**config.mk**
```make
export PLATFORM = sky130hd
export DESIGN_NAME = cec_mac
export DESIGN_NICKNAME = d
export VERILOG_FILES = /design/src/rtl/core/cec_pkg.sv /design/src/rtl/core/cec_mac.sv
export SDC_FILE = /design/constraint.sdc
export NUM_CORES = 1
export LEC_CHECK = 0
export BUFFER_PORTS_ARGS = -buffer_cell sky130_fd_sc_hd__buf_4
export CAP_MARGIN = 20
export CORE_MARGIN = 5
export CORE_UTILIZATION = 40
export CTS_CLUSTER_SIZE = 24
export DETAILED_ROUTE_END_ITERATION = 10
export PLACE_DENSITY = 0.65
export SYNTH_ARGS = -nofsm -noshare
export SYNTH_HDL_FRONTEND = slang
export SYNTH_SLANG_ARGS = --single-unit
```
**constraint.sdc**
```tcl
create_clock -name clk -period 8.6 [get_ports clk]
set_clock_uncertainty 0.1 [all_clocks]
set_input_delay 0.43 -clock clk [delete_from_list [all_inputs] [get_ports clk]]
set_output_delay 0.43 -clock clk [all_outputs]
set_load 0.05 [all_outputs]
```
**src/rtl/core/cec_pkg.sv**
```systemverilog
`default_nettype none
package cec_pkg;

  localparam int ROW_W   = 6;
  localparam int COL_W   = 6;
  localparam int DATA_W  = 16;
  localparam int PROD_W  = 2 * DATA_W;
  localparam int SUM_W   = 37;
  localparam int SIZE_W  = 7;
  localparam int KSIZE_W = 3;
  localparam int CFG_IDX_W = 2;
  // Pixel coordinate plus kernel offset, signed; covers -3..66.
  localparam int POS_W   = 8;

  localparam int DEF_MAX_WIDTH  = 64;
  localparam int DEF_MAX_HEIGHT = 64;
  localparam int DEF_MAX_KERNEL = 7;

  localparam logic [SIZE_W-1:0]  RST_PLANE_WIDTH  = 7'd64;
  localparam logic [SIZE_W-1:0]  RST_PLANE_HEIGHT = 7'd64;
  localparam logic [KSIZE_W-1:0] RST_KERNEL_ROWS  = 3'd3;
  localparam logic [KSIZE_W-1:0] RST_KERNEL_COLS  = 3'd3;

  typedef enum logic [1:0] {
    KIND_PIXEL   = 2'd0,
    KIND_COEF    = 2'd1,
    KIND_COMPUTE = 2'd2
  } kind_t;

  typedef enum logic [CFG_IDX_W-1:0] {
    CFG_PLANE_WIDTH  = 2'd0,
    CFG_PLANE_HEIGHT = 2'd1,
    CFG_KERNEL_ROWS  = 2'd2,
    CFG_KERNEL_COLS  = 2'd3
  } cfg_idx_t;

  // One kernel tap travelling from the sequencer into the MAC pipeline.
  typedef struct packed {
    logic             vld;
    logic             first;
    logic             last;
    logic [ROW_W-1:0] row;
    logic [COL_W-1:0] col;
  } tap_t;

  // A size of zero counts as one; anything above the store limit saturates.
  function automatic logic [SIZE_W-1:0] limit_size(logic [SIZE_W-1:0] v, int hi);
    logic [SIZE_W-1:0] res;
    if (v == '0) begin
      res = SIZE_W'(1);
    end else if (32'(v) > hi) begin
      res = SIZE_W'(hi);
    end else begin
      res = v;
    end
    return res;
  endfunction

endpackage
`default_nettype wire

```
**src/rtl/core/cec_mac.sv**
```systemverilog
`default_nettype none
module cec_mac (
  input  wire logic                              clk,
  input  wire logic                              rst_n,
  input  wire cec_pkg::tap_t                     tap,
  input  wire logic signed [cec_pkg::DATA_W-1:0] pix_rd,
  input  wire logic signed [cec_pkg::DATA_W-1:0] coef_rd,
  output logic                                   mac_busy,
  output logic                                   out_valid,
  input  wire logic                              out_ready,
  output logic [cec_pkg::ROW_W-1:0]              out_row,
  output logic [cec_pkg::COL_W-1:0]              out_col,
  output logic [cec_pkg::SUM_W-1:0]              out_sum
);

  cec_pkg::tap_t t1_r, t2_r;
  logic signed [cec_pkg::PROD_W-1:0] prod_r;
  logic [cec_pkg::SUM_W-1:0] acc_r, acc_nxt;
  logic                      out_valid_r;
  logic [cec_pkg::ROW_W-1:0] out_row_r;
  logic [cec_pkg::COL_W-1:0] out_col_r;
  logic [cec_pkg::SUM_W-1:0] out_sum_r;

  always_comb begin
    acc_nxt = (t2_r.first ? '0 : acc_r)
            + {{(cec_pkg::SUM_W - cec_pkg::PROD_W){prod_r[cec_pkg::PROD_W-1]}}, prod_r};
  end

  assign mac_busy  = t1_r.vld || t2_r.vld || out_valid_r;
  assign out_valid = out_valid_r;
  assign out_row   = out_row_r;
  assign out_col   = out_col_r;
  assign out_sum   = out_sum_r;

  always_ff @(posedge clk) begin
    if (!rst_n) begin
      t1_r.vld    <= 1'b0;
      t2_r.vld    <= 1'b0;
      out_valid_r <= 1'b0;
    end else begin
      t1_r.vld <= tap.vld;
      t2_r.vld <= t1_r.vld;
      if (t2_r.vld && t2_r.last) begin
        out_valid_r <= 1'b1;
      end else if (out_ready) begin
        out_valid_r <= 1'b0;
      end
    end
    t1_r.first <= tap.first;
    t1_r.last  <= tap.last;
    t1_r.row   <= tap.row;
    t1_r.col   <= tap.col;
    t2_r.first <= t1_r.first;
    t2_r.last  <= t1_r.last;
    t2_r.row   <= t1_r.row;
    t2_r.col   <= t1_r.col;
  end

  always_ff @(posedge clk) begin
    // Memory data is registered in the RAM and arrives in the cycle after the tap address.
    prod_r <= coef_rd * pix_rd;
    if (t2_r.vld) begin
      acc_r <= acc_nxt;
    end
    if (t2_r.vld && t2_r.last) begin
      out_sum_r <= acc_nxt;
      out_row_r <= t2_r.row;
      out_col_r <= t2_r.col;
    end
  end

  a_out_free_on_load: assert property (@(posedge clk) disable iff (!rst_n)
    (t2_r.vld && t2_r.last) |-> !out_valid_r)
    else $error("result loaded over an unread result");

  a_first_tap_alone: assert property (@(posedge clk) disable iff (!rst_n)
    (tap.vld && tap.first) |-> !t1_r.vld && !t2_r.vld && !out_valid_r)
    else $error("new sweep started while the pipeline was busy");

  a_accum_contiguous: assert property (@(posedge clk) disable iff (!rst_n)
    (t2_r.vld && !t2_r.last) |=> t2_r.vld && !t2_r.first)
    else $error("accumulation broken inside one output");

endmodule
`default_nettype wire

```
==> reports/results.env <==
OUTCOME='finished clean'
FLOW.AREA_GROWTH_FROM_SYNTHESIS_PCT=12.9
SYNTH.AVG_CELL_AREA_UM2=10.3
HOLD_VIOLATIONS=0
CRITICAL-PATH-TOP-CELL-BY-COUNT='sky130_fd_sc_hd__fa_1'
DESIGN.DIE.AREA_UM2=43100
HTREEDEPTH=4
FINAL.PERIOD_UTILIZATION_PCT=69.8
POST_SYNTH_INSTANCE_AREA_UM2=15600
MAXUSEDROUTINGLAYER='met4'
ANTENNA_VIOLATIONS_BEFORE_REPAIR=0
GRT_OVERFLOW_TOTAL=0
FINAL_AREA_UM2=17600
TRITONCTS='yes'
CORE_AREA_UM2=38600
SYNTHESIS.INSTANCES=1511
FMAX_MHz=167
CTS_BUFFER_DEPTH=2
WORST_R2R_PATH_DEPTH=12
DRTANTENNAVIOLNETS=0
LARGEST_NET_DEGREE_AT_THE_START_OF_GLOBAL_ROUTING=51
PLACEMENTROWS=72
YOSYS.AREA.TOP_TYPE='sky130_fd_sc_hd__fa_1'
CRITICAL-PATH-MAX-STAGE-DELAY_NS=0.82
SYNTH.FF_LATCH_COUNT=149
TIMING.RR.START='t2_r[13]'
CTS.REPORTEDPATHS.CLKPINSLEW_NS=0.06
ENDPOINT='prod_r[31]'
CP.REQUIRED_NS=8.80
FLOORPLAN.INITIALDENSITY_PCT=40.4
DETAIL_ROUTE.DRC_VIOLATIONS=0
SYNTH_TOP_AREA_SHARE_PCT=33.7
DRIVE_GT1_SHARE_PCT=9.38
PORT_BUFFERS=100
DR_WL_MET2_MM=15.9
POST-DP-HPWL_MM=27.3
WORST-PATH-STAGES=19
WORST_R2R_ENDPOINT='out_sum[23]'
DIEHEIGHT_UM=208
GLOBAL_PLACEMENT_ROUTABILITY_CONGESTION=0.913
VIA_PER_INST=4.83
CRITICAL_PATH_ARRIVAL_NS=6.20
TRITONCTS_NUM_SINKS=149
TIMING.MAX_CAP.VIOLATIONS=0
FIRST_PASS_ITERS=5
PATH_CLASS='primary input to flip-flop'
SYNTH-MAIN-FF-CELL='sky130_fd_sc_hd__edfxtp_1'
CP_TOP_FAMILY='adder cells'
DRT_FIRST_ITER_VIOLATIONS=664
DETAILROUTE.WIRELENGTH.MET3_MM=1.69
WL_MM=34.0
SYNTH_EDF_COUNT=86
NNETSFINAL=2039
TRITONCTS.NUM_BUFFERS=17
SYN_NETS=1942
GRT_FIRST_PASS_WIRELENGTH_MM=58.2
STARTPOINT='pix_rd[1]'
FRACTION_OF_SYNTHESIS_FLOPS_USING_AN_ASYNCHRONOUS_SET_OR_RESET_PIN_PCT=0
SETUP.REG_TO_REG.WORST_SLACK_NS=4.82
CP-END-KIND='flip-flop'
WORST_SKEW_PAIR.LATE_LATENCY_NS=0.43
POST-ROUTE-MIN-PERIOD_NS=6.00
SEQCELLAREA_UM2=3840
SYNTH-SEQ-AREA-SHARE_PCT=24.6
MULTIINPUTGATEAREA_UM2=10500
FILL_CELLS=3646
CLOCK_TREE.ROOT_CELL='sky130_fd_sc_hd__clkbuf_16'
FIN_TNS_SETUP_NS=0
TIMING.FINAL.SETUP_VIOLATIONS=0
WL_MET1_MM=15.8
MAX_SLEW.WORST_PIN.SLEW_NS=0.990
WORST-PATH-MAX-FANOUT=16
TIMING.MAX_SLEW.REL_SLACK_PCT=34.0
TIMING.FINAL.MAX_SLEW_VIOLATIONS=0
WORSTPATHBUFFERINVERTERCOUNT=3
CRIT_PATH_CELL_TRACE='buf_4 -> nand2_1 -> inv_1 -> fa_1 -> fa_1 -> fa_1 -> fa_1 -> fa_1 -> fa_1 -> ha_1 -> inv_1 -> o21bai_1 -> a21o_1 -> a221oi_1 -> a21bo_2 -> a211oi_1 -> o21bai_1 -> a21oi_1 -> xnor2_1'
PLACED_AREA_UM2=16900
CRITICAL_PATH.STARTPOINT_TYPE='primary input'
VIAS=10324
VIAS_IN_THE_FIRST_GLOBAL_ROUTE=11265
GLOBAL_ROUTE.USAGE.TOTAL_PCT=16.4
IO-PIN-COUNT=101
MIN_PATH_TYPE='primary input to flip-flop'
DIE-WIDTH_UM=208
SYNTH.AREA.TOP_CELLS='sky130_fd_sc_hd__fa_1, sky130_fd_sc_hd__edfxtp_1, sky130_fd_sc_hd__ha_1, sky130_fd_sc_hd__dfxtp_1, sky130_fd_sc_hd__inv_1'
GRT_SETUP_UNREPAIRED='false'
CRITICAL-PATH-SLOWEST-CELL='sky130_fd_sc_hd__fa_1'
DETAIL_ROUTE.WL_PER_CELL_UM=15.9
SYNTH_CELL_TYPES=53
ANTENNA_CELLS=0
SYNTHESIS.YOSYS.WARNINGS=0
==> sequential cells by signal (all words and copies together) (netlist names) <==
| register | flops |
|---|---|
| out_col | 6 |
| prod_r | 32 |
| out_row | 6 |
| out_sum | 37 |
| acc_r | 37 |
| t2_r | 15 |
| out_valid | 1 |
| t1_r | 15 |
==> layout by cell type (no fill, tap or decap), types with 4 or more instances in the layout <==
cell and n:
sky130_fd_sc_hd__o211ai_1 4, sky130_fd_sc_hd__o21ai_0 20, sky130_fd_sc_hd__a31oi_1 11, sky130_fd_sc_hd__nor2_1 49, sky130_fd_sc_hd__o21a_1 11, sky130_fd_sc_hd__a21oi_1 47, sky130_fd_sc_hd__nand2b_1 13, sky130_fd_sc_hd__and2_1 128
sky130_fd_sc_hd__dfxtp_1 62, sky130_fd_sc_hd__a21o_1 21, sky130_fd_sc_hd__dlygate4sd3_1 14, sky130_fd_sc_hd__buf_4 102, sky130_fd_sc_hd__edfxtp_1 86, sky130_fd_sc_hd__ha_1 118, sky130_fd_sc_hd__fa_1 263, sky130_fd_sc_hd__o21bai_1 8
sky130_fd_sc_hd__o21ai_1 9, sky130_fd_sc_hd__inv_6 4, sky130_fd_sc_hd__clkbuf_16 18, sky130_fd_sc_hd__a211oi_1 4, sky130_fd_sc_hd__o31ai_1 4, sky130_fd_sc_hd__xnor2_1 48, sky130_fd_sc_hd__and3_1 5, sky130_fd_sc_hd__xor2_1 16
sky130_fd_sc_hd__nand3_1 14, sky130_fd_sc_hd__inv_1 302, sky130_fd_sc_hd__nand2_1 135, sky130_fd_sc_hd__nor2b_1 42, sky130_fd_sc_hd__nor3_1 9
==> worst reg2reg max path, cell delays in order, from the launching register on <==
cell and delay, ns:
sky130_fd_sc_hd__dfxtp_1 0.30, sky130_fd_sc_hd__buf_4 0.36, sky130_fd_sc_hd__nand2b_1 0.24, sky130_fd_sc_hd__inv_1 0.06, sky130_fd_sc_hd__ha_1 0.27, sky130_fd_sc_hd__a21oi_1 0.20, sky130_fd_sc_hd__o21ai_1 0.13, sky130_fd_sc_hd__o2111ai_1 0.29
sky130_fd_sc_hd__a31oi_1 0.23, sky130_fd_sc_hd__o21ai_1 0.30, sky130_fd_sc_hd__a31oi_1 0.20, sky130_fd_sc_hd__o31ai_1 0.37, sky130_fd_sc_hd__a21boi_0 0.47
==> layer usage <==
metal  vias to the layer above  global-route usage [%]
li1                       4910                       -
met1                      5140                    23.1
met2                       231                    26.9
met3                        43                    2.22
met4                         0                    4.63
met5                         -                       0
==> per-stage QoR <==
step                worst slack [ns]  hold WS (ns)  utilization, %  instances
floorplan                       2.55         0.210               -       1511
global placement                2.34         0.211            43.7       2093
detailed placement              2.16         0.215            43.7       2093
CTS                             2.62         0.102            45.6       2139
global route                    2.25         0.112            45.6       2139
finish                          2.60         0.121            45.6       2139
==> cells in the mapped netlist (4+ instances only) <==
library cell / instances
sky130_fd_sc_hd__clkbuf_1: 38
sky130_fd_sc_hd__and2_1: 129
sky130_fd_sc_hd__xor2_1: 16
sky130_fd_sc_hd__nor2b_1: 42
sky130_fd_sc_hd__and3_1: 5
sky130_fd_sc_hd__a21o_1: 21
sky130_fd_sc_hd__nand2b_1: 13
sky130_fd_sc_hd__o211ai_1: 4
sky130_fd_sc_hd__fa_1: 263
sky130_fd_sc_hd__a31oi_1: 11
sky130_fd_sc_hd__a211oi_1: 4
sky130_fd_sc_hd__nand3_1: 14
sky130_fd_sc_hd__nor3_1: 9
sky130_fd_sc_hd__o21a_1: 11
sky130_fd_sc_hd__nand2_1: 135
sky130_fd_sc_hd__ha_1: 118
sky130_fd_sc_hd__nor2_1: 49
sky130_fd_sc_hd__a21oi_1: 47
sky130_fd_sc_hd__xnor2_1: 48
sky130_fd_sc_hd__dfxtp_1: 63
sky130_fd_sc_hd__o21ai_0: 20
sky130_fd_sc_hd__o21bai_1: 8
sky130_fd_sc_hd__o31ai_1: 4
sky130_fd_sc_hd__o21ai_1: 9
sky130_fd_sc_hd__inv_1: 302
sky130_fd_sc_hd__edfxtp_1: 86
==> how the worst min path moves through the flow <==
stage / from / endpoint / slack, ns / cells past startpoint
floorplan: t1_r[0] / t2_r[0] / 0.21 / 0
global placement: t1_r[6] / t2_r[6] / 0.21 / 0
detailed placement: t1_r[12] / t2_r[12] / 0.21 / 0
CTS: rst_n / out_valid / 0.10 / 2
global route: tap[14] / t1_r[14] / 0.11 / 2
finish: tap[14] / t1_r[14] / 0.12 / 2
==> cells by family after synthesis <==
| group | Yosys count | synth area share [%] |
|---|---|---|
| buffers and inverters | 340 | 8.17 |
| AOI/OAI and AO/OA | 166 | 7.02 |
| xor gates and xnor gates | 64 | 3.59 |
| DFF | 149 | 24.6 |
| and+or+nand+nor | 411 | 13.4 |
| adders and majority gates | 381 | 43.2 |
==> cell type report <==
| cell class | instances | share of cell area [%] |
|---|---|---|
| sequential | 149 | 21.8 |
| clock buffer | 19 | 2.63 |
| timing repair buffer | 116 | 5.14 |
| clock inverter | 13 | 0.745 |
| tap | 518 | 3.68 |
| inverter | 302 | 6.43 |
| multi-input combinational | 1022 | 59.6 |
==> what timing repair did <==
item                      in CTS  in global routing
hold buffers                  14                  0
buffers inserted               0                  0
gates resized for setup        0                  0
hold endpoints to repair      14                  0
Power is not shown: default switching activity piles up to over one toggle a cycle in this logic, so the estimate is an artifact.
