### src/rtl/core/cec_pkg.sv
`default_nettype none
package cec_pkg;

  localparam int ROW_W   = 6;
  localparam int COL_W   = 6;
  localparam int DATA_W  = 16;
  localparam int PROD_W  = 2 * DATA_W;
  localparam int SUM_W   = 37;
  localparam int SIZE_W  = 7;
  localparam int KSIZE_W = 3;
  localparam int CFG_IDX_W = 2;
  // Pixel coordinate plus kernel offset, signed; covers -3..66.
  localparam int POS_W   = 8;

  localparam int DEF_MAX_WIDTH  = 64;
  localparam int DEF_MAX_HEIGHT = 64;
  localparam int DEF_MAX_KERNEL = 7;

  localparam logic [SIZE_W-1:0]  RST_PLANE_WIDTH  = 7'd64;
  localparam logic [SIZE_W-1:0]  RST_PLANE_HEIGHT = 7'd64;
  localparam logic [KSIZE_W-1:0] RST_KERNEL_ROWS  = 3'd3;
  localparam logic [KSIZE_W-1:0] RST_KERNEL_COLS  = 3'd3;

  typedef enum logic [1:0] {
    KIND_PIXEL   = 2'd0,
    KIND_COEF    = 2'd1,
    KIND_COMPUTE = 2'd2
  } kind_t;

  typedef enum logic [CFG_IDX_W-1:0] {
    CFG_PLANE_WIDTH  = 2'd0,
    CFG_PLANE_HEIGHT = 2'd1,
    CFG_KERNEL_ROWS  = 2'd2,
    CFG_KERNEL_COLS  = 2'd3
  } cfg_idx_t;

  // One kernel tap travelling from the sequencer into the MAC pipeline.
  typedef struct packed {
    logic             vld;
    logic             first;
    logic             last;
    logic [ROW_W-1:0] row;
    logic [COL_W-1:0] col;
  } tap_t;

  // A size of zero counts as one; anything above the store limit saturates.
  function automatic logic [SIZE_W-1:0] limit_size(logic [SIZE_W-1:0] v, int hi);
    logic [SIZE_W-1:0] res;
    if (v == '0) begin
      res = SIZE_W'(1);
    end else if (32'(v) > hi) begin
      res = SIZE_W'(hi);
    end else begin
      res = v;
    end
    return res;
  endfunction

endpackage
`default_nettype wire

### src/rtl/core/cec_ctrl.sv
`default_nettype none
module cec_ctrl #(
  parameter int MAX_WIDTH  = cec_pkg::DEF_MAX_WIDTH,
  parameter int MAX_HEIGHT = cec_pkg::DEF_MAX_HEIGHT,
  parameter int MAX_KERNEL = cec_pkg::DEF_MAX_KERNEL,
  parameter int PIX_AW     = $clog2(MAX_WIDTH * MAX_HEIGHT),
  parameter int COEF_AW    = $clog2(MAX_KERNEL * MAX_KERNEL)
) (
  input  wire logic                                clk,
  input  wire logic                                rst_n,
  input  wire logic                                in_valid,
  output logic                                     in_ready,
  input  wire logic [1:0]                          in_kind,
  input  wire logic [cec_pkg::ROW_W-1:0]           in_row,
  input  wire logic [cec_pkg::COL_W-1:0]           in_col,
  input  wire logic                                cfg_valid,
  output logic                                     cfg_ready,
  input  wire logic [cec_pkg::CFG_IDX_W-1:0]       cfg_index,
  input  wire logic [cec_pkg::SIZE_W-1:0]          cfg_data,
  input  wire logic                                mac_busy,
  output logic                                     pix_wr_en,
  output logic [PIX_AW-1:0]                        pix_wr_addr,
  output logic [PIX_AW-1:0]                        pix_rd_addr,
  output logic                                     coef_wr_en,
  output logic [COEF_AW-1:0]                       coef_wr_addr,
  output logic [COEF_AW-1:0]                       coef_rd_addr,
  output cec_pkg::tap_t                            tap
);

  typedef enum logic {S_IDLE, S_RUN} state_t;

  state_t state_r, state_nxt;

  logic [cec_pkg::SIZE_W-1:0]  cfg_width_r, cfg_height_r;
  logic [cec_pkg::KSIZE_W-1:0] cfg_krows_r, cfg_kcols_r;

  logic [cec_pkg::SIZE_W-1:0]  width_r, height_r;
  logic [cec_pkg::KSIZE_W-1:0] krows_r, kcols_r;
  logic [cec_pkg::ROW_W-1:0]   row_r;
  logic [cec_pkg::COL_W-1:0]   col_r;
  logic [cec_pkg::KSIZE_W-1:0] j_r, j_nxt, k_r, k_nxt;
  logic [cec_pkg::SIZE_W-1:0]  krows_lim, kcols_lim;

  logic in_acc, first_tap, last_tap, issue;
  logic signed [cec_pkg::POS_W-1:0] row_pos, col_pos;
  logic [cec_pkg::SIZE_W-1:0] pr, pc;

  assign in_ready  = (state_r == S_IDLE);
  assign in_acc    = in_valid && in_ready;
  assign cfg_ready = 1'b1;

  // Store writes happen only while idle, so they never meet a tap read.
  assign pix_wr_en  = in_acc && (in_kind == cec_pkg::KIND_PIXEL) &&
                      (32'(in_row) < MAX_HEIGHT) && (32'(in_col) < MAX_WIDTH);
  assign coef_wr_en = in_acc && (in_kind == cec_pkg::KIND_COEF) &&
                      (32'(in_row) < MAX_KERNEL) && (32'(in_col) < MAX_KERNEL);
  assign pix_wr_addr  = PIX_AW'(32'(in_row) * MAX_WIDTH + 32'(in_col));
  assign coef_wr_addr = COEF_AW'(32'(in_row) * MAX_KERNEL + 32'(in_col));

  assign krows_lim = cec_pkg::limit_size({4'b0000, cfg_krows_r}, MAX_KERNEL);
  assign kcols_lim = cec_pkg::limit_size({4'b0000, cfg_kcols_r}, MAX_KERNEL);

  assign first_tap = (j_r == '0) && (k_r == '0);
  assign last_tap  = (j_r == krows_r - 3'd1) && (k_r == kcols_r - 3'd1);
  // The first tap waits until the MAC pipeline and output word are free.
  assign issue     = (state_r == S_RUN) && (!first_tap || !mac_busy);

  always_comb begin
    row_pos = $signed({2'b00, row_r}) + $signed({5'b00000, j_r})
            - $signed({6'b000000, krows_r[2:1]});
    col_pos = $signed({2'b00, col_r}) + $signed({5'b00000, k_r})
            - $signed({6'b000000, kcols_r[2:1]});
    if (row_pos < 0) begin
      pr = '0;
    end else if (row_pos[6:0] > height_r - 7'd1) begin
      pr = height_r - 7'd1;
    end else begin
      pr = row_pos[6:0];
    end
    if (col_pos < 0) begin
      pc = '0;
    end else if (col_pos[6:0] > width_r - 7'd1) begin
      pc = width_r - 7'd1;
    end else begin
      pc = col_pos[6:0];
    end
  end

  assign pix_rd_addr  = PIX_AW'(32'(pr) * MAX_WIDTH + 32'(pc));
  assign coef_rd_addr = COEF_AW'(32'(j_r) * MAX_KERNEL + 32'(k_r));

  assign tap.vld   = issue;
  assign tap.first = first_tap;
  assign tap.last  = last_tap;
  assign tap.row   = row_r;
  assign tap.col   = col_r;

  always_comb begin
    state_nxt = state_r;
    j_nxt     = j_r;
    k_nxt     = k_r;
    case (state_r)
      S_IDLE: begin
        if (in_acc && (in_kind == cec_pkg::KIND_COMPUTE)) begin
          state_nxt = S_RUN;
          j_nxt     = '0;
          k_nxt     = '0;
        end
      end
      S_RUN: begin
        if (issue) begin
          if (last_tap) begin
            state_nxt = S_IDLE;
          end else if (k_r == kcols_r - 3'd1) begin
            k_nxt = '0;
            j_nxt = j_r + 3'd1;
          end else begin
            k_nxt = k_r + 3'd1;
          end
        end
      end
      default: state_nxt = S_IDLE;
    endcase
  end

  always_ff @(posedge clk) begin
    if (!rst_n) begin
      state_r      <= S_IDLE;
      cfg_width_r  <= cec_pkg::RST_PLANE_WIDTH;
      cfg_height_r <= cec_pkg::RST_PLANE_HEIGHT;
      cfg_krows_r  <= cec_pkg::RST_KERNEL_ROWS;
      cfg_kcols_r  <= cec_pkg::RST_KERNEL_COLS;
    end else begin
      state_r <= state_nxt;
      if (cfg_valid && cfg_ready) begin
        case (cfg_index)
          cec_pkg::CFG_PLANE_WIDTH:  cfg_width_r  <= cfg_data;
          cec_pkg::CFG_PLANE_HEIGHT: cfg_height_r <= cfg_data;
          cec_pkg::CFG_KERNEL_ROWS:  cfg_krows_r  <= cfg_data[2:0];
          cec_pkg::CFG_KERNEL_COLS:  cfg_kcols_r  <= cfg_data[2:0];
          default: ;
        endcase
      end
    end
  end

  always_ff @(posedge clk) begin
    j_r <= j_nxt;
    k_r <= k_nxt;
    if (in_acc && (in_kind == cec_pkg::KIND_COMPUTE)) begin
      row_r    <= in_row;
      col_r    <= in_col;
      width_r  <= cec_pkg::limit_size(cfg_width_r, MAX_WIDTH);
      height_r <= cec_pkg::limit_size(cfg_height_r, MAX_HEIGHT);
      krows_r  <= krows_lim[cec_pkg::KSIZE_W-1:0];
      kcols_r  <= kcols_lim[cec_pkg::KSIZE_W-1:0];
    end
  end

  a_no_write_in_run: assert property (@(posedge clk) disable iff (!rst_n)
    (state_r == S_RUN) |-> !pix_wr_en && !coef_wr_en)
    else $error("store write during a tap sweep");

  a_taps_contiguous: assert property (@(posedge clk) disable iff (!rst_n)
    (issue && !last_tap) |=> issue)
    else $error("tap sweep stalled after its first tap");

  a_tap_in_kernel: assert property (@(posedge clk) disable iff (!rst_n)
    issue |-> (j_r < krows_r) && (k_r < kcols_r))
    else $error("tap counter left the kernel");

endmodule
`default_nettype wire

### config.mk
export PLATFORM = sky130hd
export DESIGN_NAME = cec_ctrl
export DESIGN_NICKNAME = d
export VERILOG_FILES = /design/src/rtl/core/cec_pkg.sv /design/src/rtl/core/cec_ctrl.sv
export SDC_FILE = /design/constraint.sdc
export NUM_CORES = 1
export LEC_CHECK = 0
export ABC_AREA = 1
export CORE_MARGIN = 8
export CORE_UTILIZATION = 45
export DETAILED_ROUTE_END_ITERATION = 7
export DONT_BUFFER_PORTS = 1
export PLACE_DENSITY = 0.63
export REMOVE_ABC_BUFFERS = 1
export SYNTH_ARGS = -nofsm -noshare
export SYNTH_HDL_FRONTEND = slang
export SYNTH_SLANG_ARGS = --single-unit
### constraint.sdc
create_clock -name clk -period 13.7 [get_ports clk]
set_clock_uncertainty 0.2 [all_clocks]
set_input_delay 2.74 -clock clk [delete_from_list [all_inputs] [get_ports clk]]
set_output_delay 2.74 -clock clk [all_outputs]
set_load 0.03 [all_outputs]
==> reports/results.tsv <==
stage	metric	value	unit
outcome	outcome	finished, final reports clean	
cells_and_area	Nets	658	
floorplanning	die footprint	14200	sq um
yosys	Yosys top cell area share	23.9	%
cts	clk slew on worst S/H paths	0.06	ns
routing	Remaining DRCs	0	
setup_path	CP Cell Sequence	fa_1 > inv_1 > fa_1 > inv_1 > fa_1 > nand2_1 > nand2_1 > a21oi_1 > xnor2_1	
cells_and_area	fill count	960	
yosys	EDFF count, synth	38	
cells_and_area	Area Growth Syn to Fin	5.01	%
setup_path	CP Data Required Time	10.76	ns
pwr	sequential power share	37.3	%
global_routing	grt met1 use	17.0	%
setup_path	Setup Crit Path Kind	in2out	
routing	Pre-antenna DRT Iters	4	
cts	CTS max path bufs	2	
sta	final-report max-slew violation count	0	
global_routing	met2 Track Usage GR	22.5	%
global_routing	first-pass GRT wire length	16100	um
setup_path	CP top delay family	adder cells	
cells_and_area	share of layout cells above drive strength 1	7.68	%
sta	fin crit share	57.9	%
place	DP Worst Slack	5.79	ns
global_routing	initial antenna violation count	0	
floorplanning	num ports	83	
min_path	worst hold path endpoint	kcols_r[2]$_SDFFCE_PN0P_	
setup_path	worst path arrival time	4.99	ns
yosys	Synth async-reset ratio	0	%
sta	Tightest Pin Transition	1.08	ns
global_routing	largest net degree at the start of global routing	34	
setup_path	Crit path depth	9	
global_routing	Top Usage Layer GRT	met2	
sta	worst setup margin	5.77	ns
routing	routed vias	3419	
pwr	Net Sw Power	208	uW
pwr	Switching Share	37.9	%
pwr	P per Cell Area	110	nW/um^2
place	# placed instances	680	
cells_and_area	post-layout util	48.5	%
sta	endpoints failing setup	0	
setup_path	cell mode on critical path	fa_1	
global_routing	met3 GRT Util	5.67	%
sta	Final Hold Viols	0	
yosys	Yosys warnings	0	
setup_path	crit path max fanout	5	
cts	later-pin clock latency in the skew report	0.33	ns
setup_path	RR Startpoint	j_r[1]$_SDFFCE_PN0P_	
sta	Peak Freq	126	MHz
pwr	Pint	341	uW
pwr	clock share of power	28.7	%
routing	vias per cell	4.91	
sta	Final TNS setup	0	ns
place	IO buf count	0	
cells_and_area	ant diodes	0	
yosys	mean post-synth cell area	8.40	sq um
cells_and_area	Non-Filler Instances	696	
pwr	Comb pwr share	34.0	%
cts	clk root buf	clkbuf_8	
yosys	Syn Inst Count	568	
global_routing	vias in the first global route	3327	
setup_path	setup slack, reg-to-reg	11.17	ns
sta	Rel. slew slack	27.2	%
routing	DRT iter0 DRCs	156	
place	post-DP HPWL	8250	um
cts	cts hold-fix bufs	0	
place	gpl congestion	0.816	
yosys	Yosys reg bits	59	
min_path	WHS Path Cells	0	
floorplanning	Die Wd	119	um
setup_path	buffers plus inverters on the worst setup path	2	
cts	H-tree Lvls	3	
yosys	cell area after synthesis	4770	sq um
sta	final worst path period need	7.93	ns
setup_path	Largest stage delay, worst path	0.53	ns
floorplanning	Core Rows	37	
pwr	Pleak	0.00244	uW
yosys	Cell variety after synth	37	
setup_path	Critical Path Source Type	primary input	
sta	hold slack	0.252	ns
setup_path	CP max stage cell	fa_1	
routing	DRT antenna net count	0	
yosys	top post-synthesis cells by area	edfxtp_1 (24%), ha_1 (16%), dfxtp_1 (8.8%), inv_1 (8.7%), nand2_1 (7.2%)	
floorplanning	Initial Utilization	46.2	%
setup_path	capturing point of the worst reg2reg path	j_r[1]$_SDFFCE_PN0P_	
cts	Resized Gates After CTS	0	
cts	setup repair bufs after CTS	0	
sta	unrepaired setup endpoints after global routing	no	
yosys	Seq/Total Area, Yosys	32.7	%
global_routing	total track usage	14.1	%
cts	total CTS buffers	9	
min_path	hold path startpoint	cfg_kcols_r[2]$_SDFFE_PN0P_	
setup_path	Worst R2R Path Depth	10	
pwr	VDD IR max	0.0000594	V
routing	drt total wl	9780	um
cts	CTS tree	yes	
flow_run	max cap viols	0	
floorplanning	Core Box Area	10300	sq um
min_path	worst hold path class	reg2reg	
setup_path	crit end category	primary output	
yosys	Primary FF master, synth	edfxtp_1	
floorplanning	die height	119	um
global_routing	grt total ovfl	0	
cts	clock sinks	59	
routing	average wire per standard cell	14.1	um
yosys	Yosys top cell by area	edfxtp_1	
## final cells by class
type / count / area, sq um / area share (%)
multi-input combinational: 373 / 2640 / 52.8
sequential: 59 / 1560 / 31.2
inverter: 110 / 413 / 8.24
clock buffer: 12 / 178 / 3.55
tap: 136 / 170 / 3.40
clock inverter: 4 / 28.8 / 0.574
timing repair buffer: 2 / 15.0 / 0.300
## state kept, by name, indices dropped and copies added, names as in the netlist, 6 cells and up
name / cells
cfg_height_r: 7
cfg_width_r: 7
height_r: 7
width_r: 7
col_r: 6
row_r: 6
## synthesized netlist by cell type (all sizes together), types with 15 or more instances
cell,number
a21oi,31
xor2,22
nor2,40
fa,15
nand2,101
inv,110
ha,60
dfxtp,21
edfxtp,38
o21ai,24
buf,17
nand3,31
## worst max path at each step
stage	from	endpoint	slack [ns]
6_report	in_row[0]	coef_wr_addr[5]	5.77
2_1_floorplan	in_row[0]	coef_wr_addr[5]	5.90
3_5_place_dp	in_row[0]	coef_wr_addr[5]	5.79
5_1_grt	row_r[1]$_DFFE_PP_	pix_rd_addr[10]	5.50
4_1_cts	in_row[0]	coef_wr_addr[5]	5.77
3_3_place_gp	in_row[0]	coef_wr_addr[5]	5.81
## routing by layer
layer / routed length, um / vias to the layer above
met3: 846 / 10
met2: 4390 / 81
met5: 0 / -
met1: 4430 / 1551
li1: - / 1777
met4: 120 / 0
## cell usage in the layout, fill, tap and decap left out, types with 2 or more instances in the layout
cell type	n
fa_1	15
nor3_2	2
o21bai_1	3
nand4_1	4
clkbuf_8	9
xnor2_1	12
nor2_4	2
o211ai_1	2
o21ai_1	2
nand3_1	26
clkinv_4	2
xor2_1	22
nor2_1	37
nor4_1	2
inv_1	110
nand2_1	92
ha_1	60
nand2_4	2
nand3_2	4
nand3b_1	3
clkbuf_16	2
nand2_2	7
o21ai_0	22
buf_4	2
a21oi_1	30
edfxtp_1	38
or2_2	4
dfxtp_1	21
nor3_1	10
a211oi_1	2
## metrics by stage
stage	total power, uW	instance area [sq um]
6_report	549	5010
5_1_grt	586	5010
4_1_cts	557	5010
3_5_place_dp	397	4800
3_3_place_gp	393	4800
2_1_floorplan	367	4610
## power by group through the flow
stage | combinational [uW] | sequential (uW) | clock (uW)
after floorplan | 160 | 207 | 0
after global placement | 185 | 209 | 0
after CTS | 189 | 205 | 162
after global routing | 209 | 206 | 170
after detailed placement | 188 | 209 | 0
final | 187 | 205 | 158
## cells by family after synthesis
kind of cell | Yosys count | share of synthesized area (%)
xor+xnor | 34 | 6.24
fa+ha+maj | 75 | 22.0
compound gates | 65 | 7.47
flops | 59 | 32.7
simple gates | 198 | 19.5
other cells | 1 | 0.0786
buf+inv | 136 | 12.0
Note: power is estimated with default switching activity, not from simulation.
